==> config.mk <==
export PLATFORM = sky130hd
export DESIGN_NAME = tls_client_hello_sni_extract_top_flat
export DESIGN_NICKNAME = d
export VERILOG_FILES = /design/src/design/tcs_pkg.sv /design/src/design/tcs_ifs.sv /design/src/design/tls_client_hello_sni_extract_top.sv /design/src/design/tcs_queue.sv /design/src/design/tcs_parser.sv /design/src/flat_wrapper.sv
export SDC_FILE = /design/constraint.sdc
export NUM_CORES = 1
export LEC_CHECK = 0
export BUFFER_PORTS_ARGS = -buffer_cell sky130_fd_sc_hd__buf_4
export CAP_MARGIN = 20
export CORE_MARGIN = 4
export CORE_UTILIZATION = 60
export CTS_CLUSTER_SIZE = 24
export DETAILED_ROUTE_END_ITERATION = 10
export PLACE_DENSITY = 0.77
export SKIP_CTS_REPAIR_TIMING = 1
export SLEW_MARGIN = 25
export SYNTH_ARGS = -nofsm -noshare
export SYNTH_HDL_FRONTEND = slang
export SYNTH_SLANG_ARGS = --single-unit
==> constraint.sdc <==
create_clock -name clk_i -period 26.8 [get_ports clk_i]
set_clock_uncertainty 0.15 [all_clocks]
set_input_delay 2.68 -clock clk_i [delete_from_list [all_inputs] [get_ports clk_i]]
set_output_delay 2.68 -clock clk_i [all_outputs]
set_load 0.02 [all_outputs]
==> src/design/tcs_pkg.sv <==
package tcs_pkg;

  // Record and handshake constants.
  localparam logic [7:0] CONTENT_HANDSHAKE = 8'h16;
  localparam logic [7:0] HS_CLIENT_HELLO   = 8'h01;
  localparam logic [7:0] NAME_TYPE_HOST    = 8'h00;
  localparam logic [7:0] MAJOR_SSL3        = 8'd3;
  localparam int unsigned HELLO_FIXED_END  = 43;
  localparam logic [7:0] MAX_NAME_RESET    = 8'd255;

  // Verdict codes.
  localparam logic [2:0] RSN_OK         = 3'd0;
  localparam logic [2:0] RSN_INCOMPLETE = 3'd1;
  localparam logic [2:0] RSN_NOT_HS     = 3'd2;
  localparam logic [2:0] RSN_OLD_VER    = 3'd3;
  localparam logic [2:0] RSN_NOT_HELLO  = 3'd4;
  localparam logic [2:0] RSN_OVERRUN    = 3'd5;
  localparam logic [2:0] RSN_NO_SNI     = 3'd6;
  localparam logic [2:0] RSN_SSL3_NOEXT = 3'd7;

  typedef struct packed {
    logic [7:0] payload_byte;
    logic       payload_last;
  } item_t;

  typedef struct packed {
    logic       name_valid;
    logic [7:0] name_byte;
    logic       verdict_valid;
    logic       name_found;
    logic [7:0] name_length;
    logic [2:0] fail_reason;
  } result_t;

endpackage

==> src/design/tcs_ifs.sv <==
interface tcs_in_if;
  logic       valid;
  logic       ready;
  logic [7:0] payload_byte;
  logic       payload_last;
  modport source (output valid, output payload_byte, output payload_last, input ready);
  modport sink (input valid, input payload_byte, input payload_last, output ready);
endinterface

interface tcs_out_if;
  logic       valid;
  logic       ready;
  logic       name_valid;
  logic [7:0] name_byte;
  logic       verdict_valid;
  logic       name_found;
  logic [7:0] name_length;
  logic [2:0] fail_reason;
  modport source (output valid, output name_valid, output name_byte, output verdict_valid,
                  output name_found, output name_length, output fail_reason, input ready);
  modport sink (input valid, input name_valid, input name_byte, input verdict_valid,
                input name_found, input name_length, input fail_reason, output ready);
endinterface

interface tcs_cfg_if;
  logic       valid;
  logic       ready;
  logic [7:0] max_name_len;
  modport source (output valid, output max_name_len, input ready);
  modport sink (input valid, input max_name_len, output ready);
endinterface

==> src/design/tls_client_hello_sni_extract_top.sv <==
// TLS ClientHello server-name extractor. Payload bytes enter a two-entry queue one per
// cycle unless it is full; the parser takes one byte per cycle from it unless its result
// is held and writes at most one result per byte into an output register, so the rate is
// one byte per cycle while the result side takes a transaction every cycle. Name bytes
// stream out as they arrive; a verdict ends each payload, and after it bytes are dropped
// until the byte flagged last. The user must write max_name_len only while the block is
// idle; the block itself does not enforce this. The reset value of max_name_len is 255.
module tls_client_hello_sni_extract_top #(
  parameter int unsigned NAME_MAX_BYTES = 255
) (
  input  logic clk_i,
  input  logic rst_ni,
  tcs_in_if.sink    payload_i,
  tcs_cfg_if.sink   cfg_i,
  tcs_out_if.source result_o
);
  import tcs_pkg::*;

  item_t      push_item, pop_item;
  result_t    res;
  logic       full, empty, pop, res_valid;
  logic [7:0] max_name_len_q;

  assign payload_i.ready = !full;
  assign push_item.payload_byte = payload_i.payload_byte;
  assign push_item.payload_last = payload_i.payload_last;
  assign cfg_i.ready = 1'b1;

  // Name limit register.
  always_ff @(posedge clk_i or negedge rst_ni) begin
    if (!rst_ni) begin
      max_name_len_q <= MAX_NAME_RESET;
    end else if (cfg_i.valid) begin
      max_name_len_q <= cfg_i.max_name_len;
    end
  end

  tcs_queue u_queue (
    .clk_i, .rst_ni,
    .push_i(payload_i.valid && !full), .push_item_i(push_item), .full_o(full),
    .pop_i(pop), .empty_o(empty), .pop_item_o(pop_item)
  );

  tcs_parser #(.NAME_MAX_BYTES(NAME_MAX_BYTES)) u_parser (
    .clk_i, .rst_ni,
    .in_valid_i(!empty), .in_item_i(pop_item), .in_pop_o(pop),
    .max_name_len_i(max_name_len_q),
    .out_valid_o(res_valid), .out_result_o(res), .out_ready_i(result_o.ready)
  );

  assign result_o.valid         = res_valid;
  assign result_o.name_valid    = res.name_valid;
  assign result_o.name_byte     = res.name_byte;
  assign result_o.verdict_valid = res.verdict_valid;
  assign result_o.name_found    = res.name_found;
  assign result_o.name_length   = res.name_length;
  assign result_o.fail_reason   = res.fail_reason;

endmodule

==> src/design/tcs_queue.sv <==
module tcs_queue (
  input  logic           clk_i,
  input  logic           rst_ni,
  input  logic           push_i,
  input  tcs_pkg::item_t push_item_i,
  output logic           full_o,
  input  logic           pop_i,
  output logic           empty_o,
  output tcs_pkg::item_t pop_item_o
);
  import tcs_pkg::*;

  item_t      mem_q [2];
  logic       wptr_q, rptr_q;
  logic [1:0] count_q;

  assign full_o     = (count_q == 2'd2);
  assign empty_o    = (count_q == 2'd0);
  assign pop_item_o = mem_q[rptr_q];

  // Two-entry queue between the byte intake and the parser.
  always_ff @(posedge clk_i or negedge rst_ni) begin
    if (!rst_ni) begin
      wptr_q  <= 1'b0;
      rptr_q  <= 1'b0;
      count_q <= 2'd0;
    end else begin
      if (push_i) wptr_q <= ~wptr_q;
      if (pop_i) rptr_q <= ~rptr_q;
      count_q <= count_q + {1'b0, push_i} - {1'b0, pop_i};
    end
  end

  always_ff @(posedge clk_i) begin
    if (push_i) mem_q[wptr_q] <= push_item_i;
  end

endmodule

==> src/design/tcs_parser.sv <==
module tcs_parser #(
  parameter int unsigned NAME_MAX_BYTES = 255
) (
  input  logic             clk_i,
  input  logic             rst_ni,
  input  logic             in_valid_i,
  input  tcs_pkg::item_t   in_item_i,
  output logic             in_pop_o,
  input  logic [7:0]       max_name_len_i,
  output logic             out_valid_o,
  output tcs_pkg::result_t out_result_o,
  input  logic             out_ready_i
);
  import tcs_pkg::*;

  typedef enum logic [4:0] {
    PH_HDR, PH_HS_TYPE, PH_SID_LEN, PH_CS_HI, PH_CS_LO, PH_CM_LEN, PH_EXT_HI, PH_EXT_LO,
    PH_XT_HI, PH_XT_LO, PH_XL_HI_SNI, PH_XL_LO_SNI, PH_XL_HI_OTH, PH_XL_LO_OTH, PH_NT,
    PH_NL_HI_HOST, PH_NL_LO_HOST, PH_NL_HI_OTH, PH_NL_LO_OTH, PH_EMIT, PH_SKIP, PH_TAIL
  } phase_e;

  localparam logic [7:0] NameCap = 8'(NAME_MAX_BYTES);

  phase_e      ph_q, ph_d, res_q, res_d;
  logic [16:0] bp_q, bp_d, rend_q, rend_d, ext_q, ext_d, snie_q, snie_d;
  logic [15:0] frem_q, frem_d;
  logic [7:0]  acc_q, acc_d, minor_q, minor_d, emit_q, emit_d;
  logic [2:0]  pend_q, pend_d;
  logic        maj3_q, maj3_d, done_q, done_d;
  logic        out_valid_q;
  result_t     out_q, res_v;
  logic        step, res_en;

  logic [18:0] bpn, len, gq;
  logic [7:0]  b, lim;
  logic        do_fail, do_goto, verdict, name_out;
  logic [2:0]  freason, reason;
  phase_e      gph;

  assign step         = in_valid_i && (!out_valid_q || out_ready_i);
  assign in_pop_o     = step;
  assign out_valid_o  = out_valid_q;
  assign out_result_o = out_q;
  assign lim          = (max_name_len_i < NameCap) ? max_name_len_i : NameCap;

  // Per-byte parse: phase transition, length checks and result assembly.
  always_comb begin
    ph_d = ph_q; res_d = res_q; bp_d = bp_q; rend_d = rend_q; ext_d = ext_q;
    snie_d = snie_q; frem_d = frem_q; acc_d = acc_q; minor_d = minor_q;
    emit_d = emit_q; pend_d = pend_q; maj3_d = maj3_q; done_d = done_q;
    b = in_item_i.payload_byte;
    bpn = {2'b0, bp_q} + 19'd1;
    len = {3'b0, acc_q, b};
    do_fail = 1'b0; freason = RSN_OK; do_goto = 1'b0; gq = '0; gph = PH_HDR;
    verdict = 1'b0; reason = RSN_OK; name_out = 1'b0; res_en = 1'b0; res_v = '0;

    if (!done_q) begin
      bp_d = bpn[16:0];
      case (ph_q)
        PH_HDR: begin
          case (bp_q[1:0])
            2'd0: if (bp_q[2]) begin
              rend_d = {1'b0, acc_q, b} + 17'd5;
              if (pend_q != RSN_OK) begin
                verdict = 1'b1; reason = pend_q; ph_d = PH_TAIL;
              end else if (rend_d < 17'd6) begin
                do_fail = 1'b1; freason = RSN_OVERRUN;
              end else begin
                ph_d = PH_HS_TYPE;
              end
            end else begin
              acc_d = b;
            end
            2'd1: begin
              if (acc_q != CONTENT_HANDSHAKE) pend_d = RSN_NOT_HS;
              else if (b < MAJOR_SSL3) pend_d = RSN_OLD_VER;
              else pend_d = RSN_OK;
              maj3_d = (b == MAJOR_SSL3);
            end
            2'd2: minor_d = b;
            default: acc_d = b;
          endcase
        end
        PH_HS_TYPE: begin
          if (b != HS_CLIENT_HELLO) begin
            do_fail = 1'b1; freason = RSN_NOT_HELLO;
          end else if (rend_q < 17'(HELLO_FIXED_END + 1)) begin
            do_fail = 1'b1; freason = RSN_OVERRUN;
          end else begin
            do_goto = 1'b1; gq = 19'(HELLO_FIXED_END); gph = PH_SID_LEN;
          end
        end
        PH_SID_LEN: begin
          if (bpn + {11'b0, b} + 19'd2 > {2'b0, rend_q}) begin
            do_fail = 1'b1; freason = RSN_OVERRUN;
          end else begin
            do_goto = 1'b1; gq = bpn + {11'b0, b}; gph = PH_CS_HI;
          end
        end
        PH_CS_HI:      begin acc_d = b; ph_d = PH_CS_LO; end
        PH_EXT_HI:     begin acc_d = b; ph_d = PH_EXT_LO; end
        PH_XT_HI:      begin acc_d = b; ph_d = PH_XT_LO; end
        PH_XL_HI_SNI:  begin acc_d = b; ph_d = PH_XL_LO_SNI; end
        PH_XL_HI_OTH:  begin acc_d = b; ph_d = PH_XL_LO_OTH; end
        PH_NL_HI_HOST: begin acc_d = b; ph_d = PH_NL_LO_HOST; end
        PH_NL_HI_OTH:  begin acc_d = b; ph_d = PH_NL_LO_OTH; end
        PH_CS_LO: begin
          if (bpn + len + 19'd1 > {2'b0, rend_q}) begin
            do_fail = 1'b1; freason = RSN_OVERRUN;
          end else begin
            do_goto = 1'b1; gq = bpn + len; gph = PH_CM_LEN;
          end
        end
        PH_CM_LEN: begin
          gq = bpn + {11'b0, b};
          if (gq == {2'b0, rend_q} && maj3_q && minor_q == 8'd0) begin
            do_fail = 1'b1; freason = RSN_SSL3_NOEXT;
          end else if (gq + 19'd2 > {2'b0, rend_q}) begin
            do_fail = 1'b1; freason = RSN_OVERRUN;
          end else begin
            do_goto = 1'b1; gph = PH_EXT_HI;
          end
        end
        PH_EXT_LO: begin
          if (bpn + len > {2'b0, rend_q}) begin
            do_fail = 1'b1; freason = RSN_OVERRUN;
          end else begin
            ext_d = 17'(bpn + len);
            gq = bpn;
            if (gq + 19'd4 <= {2'b0, ext_d}) begin
              do_goto = 1'b1; gph = PH_XT_HI;
            end else begin
              do_fail = 1'b1; freason = RSN_NO_SNI;
            end
          end
        end
        PH_XT_LO: ph_d = (len == 19'd0) ? PH_XL_HI_SNI : PH_XL_HI_OTH;
        PH_XL_LO_SNI: begin
          if (bpn + len > {2'b0, ext_q}) begin
            do_fail = 1'b1; freason = RSN_OVERRUN;
          end else begin
            snie_d = 17'(bpn + len);
            gq = bpn + 19'd2;
            if (gq + 19'd3 < {2'b0, snie_d}) begin
              do_goto = 1'b1; gph = PH_NT;
            end else begin
              do_fail = 1'b1; freason = RSN_NO_SNI;
            end
          end
        end
        PH_XL_LO_OTH: begin
          gq = bpn + len;
          if (gq + 19'd4 <= {2'b0, ext_q}) begin
            do_goto = 1'b1; gph = PH_XT_HI;
          end else begin
            do_fail = 1'b1; freason = RSN_NO_SNI;
          end
        end
        PH_NT: ph_d = (b == NAME_TYPE_HOST) ? PH_NL_HI_HOST : PH_NL_HI_OTH;
        PH_NL_LO_HOST: begin
          if (bpn + len > {2'b0, snie_q}) begin
            do_fail = 1'b1; freason = RSN_OVERRUN;
          end else if (len == 19'd0) begin
            do_fail = 1'b1; freason = RSN_OK;
          end else begin
            frem_d = len[15:0]; ph_d = PH_EMIT;
          end
        end
        PH_NL_LO_OTH: begin
          gq = bpn + len;
          if (gq > {2'b0, snie_q}) begin
            do_fail = 1'b1; freason = RSN_OVERRUN;
          end else if (gq + 19'd3 < {2'b0, snie_q}) begin
            do_goto = 1'b1; gph = PH_NT;
          end else begin
            do_fail = 1'b1; freason = RSN_NO_SNI;
          end
        end
        PH_EMIT: begin
          if (emit_q < lim) begin
            name_out = 1'b1; emit_d = emit_q + 8'd1;
          end
          frem_d = frem_q - 16'd1;
          if (frem_d == 16'd0) begin
            do_fail = 1'b1; freason = RSN_OK;
          end
        end
        PH_SKIP: begin
          frem_d = frem_q - 16'd1;
          if (frem_d == 16'd0) ph_d = res_q;
        end
        default: ;
      endcase

      // Fail to the tail phase, or jump to a later byte, through a skip count when it lies ahead.
      if (do_fail) begin
        pend_d = freason; ph_d = PH_TAIL;
      end else if (do_goto) begin
        if (gq <= bpn) begin
          ph_d = gph;
        end else begin
          frem_d = 16'(gq - bpn); res_d = gph; ph_d = PH_SKIP;
        end
      end

      if (!verdict && bpn >= 19'd5 && bpn == {2'b0, rend_d}) begin
        verdict = 1'b1;
        reason = (ph_d == PH_TAIL) ? pend_d : RSN_OVERRUN;
      end
      if (!verdict && in_item_i.payload_last) begin
        verdict = 1'b1; reason = RSN_INCOMPLETE;
      end

      res_en = name_out || verdict;
      res_v.name_valid = name_out;
      res_v.name_byte  = name_out ? b : 8'd0;
      if (verdict) begin
        res_v.verdict_valid = 1'b1;
        res_v.name_found    = (reason == RSN_OK);
        res_v.name_length   = emit_d;
        res_v.fail_reason   = reason;
        done_d = 1'b1;
      end
    end

    // Re-arm for the next payload on the last byte of this one, once its verdict is given.
    if (in_item_i.payload_last && (done_q || verdict)) begin
      ph_d = PH_HDR; res_d = PH_HDR; bp_d = '0; rend_d = '0; ext_d = '0; snie_d = '0;
      frem_d = '0; acc_d = '0; minor_d = '0; emit_d = '0; pend_d = RSN_OK;
      maj3_d = 1'b0; done_d = 1'b0;
    end
  end

  // Parse state and output register.
  always_ff @(posedge clk_i or negedge rst_ni) begin
    if (!rst_ni) begin
      ph_q <= PH_HDR; res_q <= PH_HDR; bp_q <= '0; rend_q <= '0; ext_q <= '0;
      snie_q <= '0; frem_q <= '0; acc_q <= '0; minor_q <= '0; emit_q <= '0;
      pend_q <= RSN_OK; maj3_q <= 1'b0; done_q <= 1'b0; out_valid_q <= 1'b0;
    end else begin
      if (step) begin
        ph_q <= ph_d; res_q <= res_d; bp_q <= bp_d; rend_q <= rend_d; ext_q <= ext_d;
        snie_q <= snie_d; frem_q <= frem_d; acc_q <= acc_d; minor_q <= minor_d;
        emit_q <= emit_d; pend_q <= pend_d; maj3_q <= maj3_d; done_q <= done_d;
      end
      if (step) out_valid_q <= res_en;
      else if (out_ready_i) out_valid_q <= 1'b0;
    end
  end

  always_ff @(posedge clk_i) begin
    if (step && res_en) out_q <= res_v;
  end

endmodule

==> src/flat_wrapper.sv <==
// flat-port wrapper written by rule: the top's interface ports become plain ports
module tls_client_hello_sni_extract_top_flat import tcs_pkg::*;
#(
  parameter int unsigned NAME_MAX_BYTES = 255
)
  (clk_i, rst_ni, payload_i_valid, payload_i_payload_byte, payload_i_payload_last, payload_i_ready, cfg_i_valid, cfg_i_max_name_len, cfg_i_ready, result_o_valid, result_o_name_valid, result_o_name_byte, result_o_verdict_valid, result_o_name_found, result_o_name_length, result_o_fail_reason, result_o_ready);
  tcs_in_if payload_i_i ();
  tcs_cfg_if cfg_i_i ();
  tcs_out_if result_o_i ();
  input  logic clk_i;
  input  logic rst_ni;
  input wire logic [$bits(payload_i_i.valid)-1:0] payload_i_valid;
  input wire logic [$bits(payload_i_i.payload_byte)-1:0] payload_i_payload_byte;
  input wire logic [$bits(payload_i_i.payload_last)-1:0] payload_i_payload_last;
  output wire logic [$bits(payload_i_i.ready)-1:0] payload_i_ready;
  input wire logic [$bits(cfg_i_i.valid)-1:0] cfg_i_valid;
  input wire logic [$bits(cfg_i_i.max_name_len)-1:0] cfg_i_max_name_len;
  output wire logic [$bits(cfg_i_i.ready)-1:0] cfg_i_ready;
  output wire logic [$bits(result_o_i.valid)-1:0] result_o_valid;
  output wire logic [$bits(result_o_i.name_valid)-1:0] result_o_name_valid;
  output wire logic [$bits(result_o_i.name_byte)-1:0] result_o_name_byte;
  output wire logic [$bits(result_o_i.verdict_valid)-1:0] result_o_verdict_valid;
  output wire logic [$bits(result_o_i.name_found)-1:0] result_o_name_found;
  output wire logic [$bits(result_o_i.name_length)-1:0] result_o_name_length;
  output wire logic [$bits(result_o_i.fail_reason)-1:0] result_o_fail_reason;
  input wire logic [$bits(result_o_i.ready)-1:0] result_o_ready;
  assign payload_i_i.valid = payload_i_valid;
  assign payload_i_i.payload_byte = payload_i_payload_byte;
  assign payload_i_i.payload_last = payload_i_payload_last;
  assign payload_i_ready = payload_i_i.ready;
  assign cfg_i_i.valid = cfg_i_valid;
  assign cfg_i_i.max_name_len = cfg_i_max_name_len;
  assign cfg_i_ready = cfg_i_i.ready;
  assign result_o_valid = result_o_i.valid;
  assign result_o_name_valid = result_o_i.name_valid;
  assign result_o_name_byte = result_o_i.name_byte;
  assign result_o_verdict_valid = result_o_i.verdict_valid;
  assign result_o_name_found = result_o_i.name_found;
  assign result_o_name_length = result_o_i.name_length;
  assign result_o_fail_reason = result_o_i.fail_reason;
  assign result_o_i.ready = result_o_ready;
  tls_client_hello_sni_extract_top #(.NAME_MAX_BYTES(NAME_MAX_BYTES)) u_core (.clk_i(clk_i), .rst_ni(rst_ni), .payload_i(payload_i_i), .cfg_i(cfg_i_i), .result_o(result_o_i));
endmodule
# Word-level counts from Yosys, hierarchy flattened
# Memory sizes are Yosys's and may differ from the RTL's.
# Index checks and enable logic that the tools add are counted.
# word_totals
out_inout_bits	25
ff_bits	158
n_memories	1
ram_bits	18
word_cells	319
# memory_table
memory	words	word_bits	read_ports	rd_ports_with_merged_regs	write_ports	line_no	text
u_core.u_queue.mem_q	2	9	1	0	1	tcs_queue.sv:13	item_t mem_q [2];
# classes
n_bitwise	4
reduce_logical	47
n_addsub	16
n_eq_ne	36
magnitude_cmp	16
n_mux	175
# op_table
operator	n
$mux W17	16
$pmux W19 S7	1
$mux W16	7
$mux W3	34
$mux W8	12
$gt A19 B17 Y1	5
$mux W5	19
$mux W19	4
$pmux W5 S12	1
$mux W1	58
$add A19 B2 Y19 const B	3
$eq A5 B4 Y1 const B	8
$le A19 B17 Y1	2
$lt A19 B17 Y1	2
$logic_not A16 Y1	2
$pmux W16 S2	1
$pmux W4 S8	1
$pmux W8 S2	2
$eq A5 B5 Y1 const B	6
$pmux W3 S10	1
$mux W4	7
$eq A5 B3 Y1 const B	4
$add A18 B16 Y19	1
$add A18 B2 Y19 const B	1
other kinds (51)	96

# Depth between registers and ports, before layout
# logic_depth
word_depth	20
mapped_depth	45

# Hierarchy
# Synthesis repeated with hierarchy kept, for this count alone.
# unflattened
cells_unflattened	2391
area_unflattened_um2	18987.0
# by_module_without_submodules
mod	cells_per_inst	area_per_inst_um2	seq_area_each_um2	n_inst
tcs_parser	2326	17737.0	3738.6	1
tcs_queue	43	883.3	640.6	1
tls_client_hello_sni_extract_top	22	366.6	210.2	1

# Worst setup path before layout
# Ideal clock, no wire load.
# synth_path
path_kind	register to register
from	register u_core.u_queue.rptr_q
to	register u_core.u_parser.frem_q[15]
required_ns	26.520
synth_period_minus_slack_ns	9.359
slack_ns	17.441
path_buffers	3
t_arrival_ns	9.079
path_stages_with_launch	41
setup_ns	0.130
path_cell_list	dfrtp_1 buf_1 buf_1 mux2i_1 inv_1 ha_1 fa_1 a211oi_1 o21ai_1 xor2_1 nand4_1 or4b_1 a211oi_1 o21ai_0 xnor2_1 ha_1 nand4_1 a2111o_1 [... 5 more ...] nor2_1 nand2_1 a211oi_1 inv_1 ha_1 nor2b_1 o21ai_0 a21boi_0 o21ai_0 a21oi_1 o21ai_0 a21oi_1 o21ai_0 o21ai_0 o41ai_4 buf_6 a32oi_1 o21ai_0
# synth_rtl
item	line_no	text
start, declared	tcs_queue.sv:14	logic wptr_q, rptr_q;
start signal, assigned	tcs_queue.sv:29	if (pop_i) rptr_q <= ~rptr_q;
end signal, assigned	tcs_parser.sv:238	snie_q <= '0; frem_q <= '0; acc_q <= '0; minor_q <= '0; emit_q <= '0;
end signal, assigned	tcs_parser.sv:243	snie_q <= snie_d; frem_q <= frem_d; acc_q <= acc_d; minor_q <= minor_d;
end, declared	tcs_parser.sv:26	logic [15:0] frem_q, frem_d;

# Worst setup path after layout
# layout_path
from	register u_core.u_parser.bp_q[0]
to	register u_core.u_parser.res_q[0]
# layout_between
elab_chain_len	18
word_cells_on_any_way	93
# layout_lines
item	line_no	text
start, declared	tcs_parser.sv:25	logic [16:0] bp_q, bp_d, rend_q, rend_d, ext_q, ext_d, snie_q, snie_d;
start signal, assigned	tcs_parser.sv:242	ph_q <= ph_d; res_q <= res_d; bp_q <= bp_d; rend_q <= rend_d; ext_q <= ext_d;
parallel branches: the longest is 18 deep, another holds $add A18 B16 Y19	-	
end signal, assigned	tcs_parser.sv:242	
end, declared	tcs_parser.sv:24	phase_e ph_q, ph_d, res_q, res_d;
# Parallel ways; which one is timed is not known. The select of a mux whose other input is x is not followed.
# A chain may end at the register's enable or synchronous reset.

==> out/summary.txt <==
OUTCOME
----------------------------------------------------------------------------------
Outcome .............................................................    completed

SYNTHESIS
----------------------------------------------------------------------------------
Cells taking the most area after synthesis .......................... sky130_fd_sc_hd__dfrtp_1, sky130_fd_sc_hd__ha_1, sky130_fd_sc_hd__xnor2_1
Sequential area share after synthesis ...............................        0.245
Dominant register cell in the synthesized netlist ................... sky130_fd_sc_hd__dfrtp_1
Synth area leader ................................................... sky130_fd_sc_hd__dfrtp_1
FFs w/ async S/R, synth .............................................        0.771
Count of flip-flops with a built-in enable after synthesis ..........           40
Synthesized cell area ...............................................    18700 um2
Distinct cells, synth ...............................................          105
Synthesized instance count ..........................................         2347
Count of yosys warnings during synthesis ............................            0
Proportion of netlist area held by the largest area contributor .....        0.170
Synthesized net count ...............................................         2585
Cell types with the highest counts after synthesis .................. sky130_fd_sc_hd__nand2_1, sky130_fd_sc_hd__ha_1, sky130_fd_sc_hd__o21ai_0
Mean post-synth cell area ...........................................     7.99 um2
Flip-flop and latch count after synthesis ...........................          175
Most used standard cell by instance count after synthesis ........... sky130_fd_sc_hd__nand2_1

MIN PATH
----------------------------------------------------------------------------------
Min-delay worst type ................................................      reg2reg

STA
----------------------------------------------------------------------------------
Final critical delay including setup and external delays ............     11710 ps
Final period util ...................................................        0.437
Upper clock frequency limit .........................................   0.0854 GHz
Final count of pins violating max slew ..............................            0
Normalized max-slew margin ..........................................        0.302
Final setup fails ...................................................            0
Final critical-path setup slack .....................................     15090 ps
Transition time of the tightest slew-check pin ......................      1020 ps
RSZ-0062 raised after global routing ................................        false
Setup TNS ...........................................................         0 ps
Final Hold Viols ....................................................            0

FINISH
----------------------------------------------------------------------------------
Fill cell instance count of the final layout ........................         2628
FF/Latch Area .......................................................     4590 um2
Area delta synth->final .............................................        6.58%
Total number of nets in the final design ............................         2578
Number of inserted diodes ...........................................            0
Share of final-layout standard cells stronger than drive strength 1 .       0.0833
Total area of multi-input combinational cells .......................    13200 um2

PLACE
----------------------------------------------------------------------------------
Half-perimeter wire length after placement ..........................      54.5 mm
Port bufs ...........................................................           45
Post-placement worst setup slack ....................................     15670 ps
Final Wtd Congestion ................................................         1.09

FLOORPLAN
----------------------------------------------------------------------------------
Core region area ....................................................    30700 um2
Total die area ......................................................    34100 um2
Initial core utilization ............................................        0.611
Die Span Y ..........................................................       185 um
Top Ports ...........................................................           47
Die X-Extent ........................................................       185 um
Site row count ......................................................           64

CLOCK TREE
----------------------------------------------------------------------------------
Number of clock buffers inserted by TritonCTS .......................           17
Max Root-Sink Buffers ...............................................            2
Clk sinks ...........................................................          175
Clk Tree Root Cell .................................................. sky130_fd_sc_hd__clkbuf_16
Skew-Pair Late Insertion Delay ......................................       480 ps
H-tree depth ........................................................            4
TritonCTS clock tree ................................................        built
CTS clk-pin slew, worst paths .......................................        70 ps

GLOBAL ROUTE
----------------------------------------------------------------------------------
Grt peak-use layer ..................................................         met2
Global routing usage on met1 ........................................        0.579
Global-route wire length before repair ..............................       107 mm
Overall Global Routing Usage ........................................        0.411
Met3 Track Usage GR .................................................        0.102
Overflow left after global routing ..................................            0
Maximum number of pins on one net before global-route repair ........           70
M2 GR Usage .........................................................        0.598
Antenna violations before repair ....................................            0
Vias in the first global route ......................................        17900

PWR
----------------------------------------------------------------------------------
Leak ................................................................      8.41 nW
Peak ir drop on the vdd network .....................................     0.151 mV
Sw Share ............................................................        0.555
Cell Pwr Density ....................................................   131 nW/um2
Cell internal power dissipation .....................................      1.16 mW
Combinational fraction of design power ..............................        0.745
Sw Pwr ..............................................................      1.45 mW
Register share of total power .......................................        0.160
Clock share of power ................................................        0.095

DETAILED ROUTING
----------------------------------------------------------------------------------
WL per Instance .....................................................      26.0 um
Drt initial violations ..............................................         2874
Overall routed net length ...........................................      71.6 mm
Drt pass-1 iters ....................................................            7
Drc violations ......................................................            0
Count of vias placed by the detailed router .........................        19200
Via-per-instance ratio ..............................................         6.98
Remaining antenna violation count ...................................            0

WORST SETUP PATH
----------------------------------------------------------------------------------
Delay-heaviest family, CP ........................................... compound AO/OA/AOI/OAI gates
Data required time of the worst path ................................     27010 ps
Max incr delay on CP ................................................       710 ps
Worst-path cell with the longest stage delay ........................ sky130_fd_sc_hd__dfrtp_1
Type of the setup path with the least slack .........................      reg2reg
Dominant cell type by count on the critical path .................... sky130_fd_sc_hd__o21ai_0
Biggest fanout along the worst timing path ..........................           35
Worst Path Buf+Inv ..................................................            3
Data arrival time at the worst-slack endpoint .......................     11920 ps
Critical Path Sink Type .............................................    flip-flop
Startpoint kind of the worst setup timing path ......................    flip-flop

RUN
----------------------------------------------------------------------------------
Max Cap Viol ........................................................            0

==> power groups by stage <==
stage	Clock [mW]	Sequential [mW]	Combinational, mW
after floorplan	0	0.391	1.28
after global placement	0	0.415	1.82
after detailed placement	0	0.418	1.86
after CTS	0.246	0.413	1.87
after global routing	0.257	0.424	2.08
final	0.248	0.418	1.94
==> cells in the final DEF, fill, tap and decap left out, types with 27 or more instances in the layout <==
| cell | instances |
|---|---|
| sky130_fd_sc_hd__ha_1 | 214 |
| sky130_fd_sc_hd__xnor2_1 | 149 |
| sky130_fd_sc_hd__nand2_1 | 282 |
| sky130_fd_sc_hd__nor3_1 | 55 |
| sky130_fd_sc_hd__nand3_1 | 68 |
| sky130_fd_sc_hd__a21o_1 | 41 |
| sky130_fd_sc_hd__dfrtp_1 | 127 |
| sky130_fd_sc_hd__inv_1 | 131 |
| sky130_fd_sc_hd__nor2b_1 | 27 |
| sky130_fd_sc_hd__xor2_1 | 33 |
| sky130_fd_sc_hd__nor2_1 | 182 |
| sky130_fd_sc_hd__buf_4 | 78 |
| sky130_fd_sc_hd__o21ai_0 | 212 |
| sky130_fd_sc_hd__nor4_1 | 32 |
| sky130_fd_sc_hd__a21oi_1 | 113 |
| sky130_fd_sc_hd__edfxtp_1 | 40 |
| sky130_fd_sc_hd__nand4_1 | 54 |
==> area by class of cell <==
class                           instances  area share
Multi-Input combinational cell       1922       0.661
Sequential cell                       175       0.230
Timing Repair Buffer                   79      0.0299
Inverter                              145      0.0272
Tap cell                              396      0.0248
Clock buffer                           20      0.0229
Clock inverter                         12     0.00476
==> logic make-up (layout without fill, tap and decap cells) <==
kind of cell | Yosys count | count (layout) | synth area share
other | 1 | 1 | 0.000200
adders and majority gates | 217 | 217 | 0.146
xor gates and xnor gates | 198 | 198 | 0.0997
DFF | 175 | 175 | 0.245
buffers and inverters | 250 | 256 | 0.0530
AOI/OAI and AO/OA | 617 | 617 | 0.210
and+or+nand+nor | 844 | 844 | 0.222
muxes | 45 | 45 | 0.0254
==> path summary, 6_finish.rpt <==
path,startpoint,endpoint,slack [ps],depth (start not counted)
worst max-delay path,u_core.u_parser.bp_q[0]$_DFFE_PN0P_,u_core.u_parser.res_q[0]$_DFFE_PN0P_,15090,40
worst min-delay path,u_core.u_parser.snie_q[8]$_DFFE_PN0P_,u_core.u_parser.snie_q[8]$_DFFE_PN0P_,330,2
worst max register to register,u_core.u_parser.bp_q[0]$_DFFE_PN0P_,u_core.u_parser.res_q[0]$_DFFE_PN0P_,15090,40
worst min register to register,u_core.u_parser.snie_q[8]$_DFFE_PN0P_,u_core.u_parser.snie_q[8]$_DFFE_PN0P_,330,2
max in group asynchronous,rst_ni,u_core.u_parser.rend_q[13]$_DFFE_PN0P_,23020,2
min in group asynchronous,rst_ni,u_core.u_parser.ext_q[13]$_DFFE_PN0P_,2080,1
==> flip-flops by register name (all words and copies together), names as in the netlist <==
signal / count
u_core.u_parser.ext_q: 17
u_core.u_parser.snie_q: 17
u_core.u_parser.bp_q: 17
u_core.u_parser.rend_q: 17
u_core.u_parser.maj3_q: 1
u_core.max_name_len_q: 8
u_core.u_parser.done_q: 1
u_core.u_parser.res_q: 4
u_core.u_parser.frem_q: 16
u_core.u_queue.count_q: 2
u_core.u_parser.acc_q: 8
u_core.u_queue.mem_q: 18
u_core.u_parser.out_result_o: 22
u_core.u_parser.ph_q: 5
u_core.u_queue.rptr_q: 1
u_core.u_parser.out_valid_o: 1
u_core.u_parser.pend_q: 3
u_core.u_parser.emit_q: 8
u_core.u_parser.minor_q: 8
u_core.u_queue.wptr_q: 1
==> metrics by stage <==
stage          total power, mW  cells  hold slack (ps)   util  cell area (um2)
2_1_floorplan             1.67   2347              300      -            18700
3_3_place_gp              2.24   2717              311  0.633            19400
3_5_place_dp              2.27   2717              320  0.633            19400
4_1_cts                   2.53   2749              336  0.651            20000
5_1_grt                   2.76   2749              360  0.651            20000
6_report                  2.61   2749              330  0.651            20000
==> worst min-delay path: stages, from the launching register on <==
cell and delay, ps:
sky130_fd_sc_hd__dfrtp_1 340, sky130_fd_sc_hd__nand2_1 40, sky130_fd_sc_hd__o21ai_0 60
==> routing by layer <==
| layer | vias to the layer above | part of all wire |
|---|---|---|
| met2 | 1372 | 0.41 |
| met1 | 9064 | 0.41 |
| met3 | 280 | 0.13 |
| li1 | 8479 | - |
| met4 | 0 | 0.055 |
| met5 | - | 0 |
(Power assumes the default switching activity.)
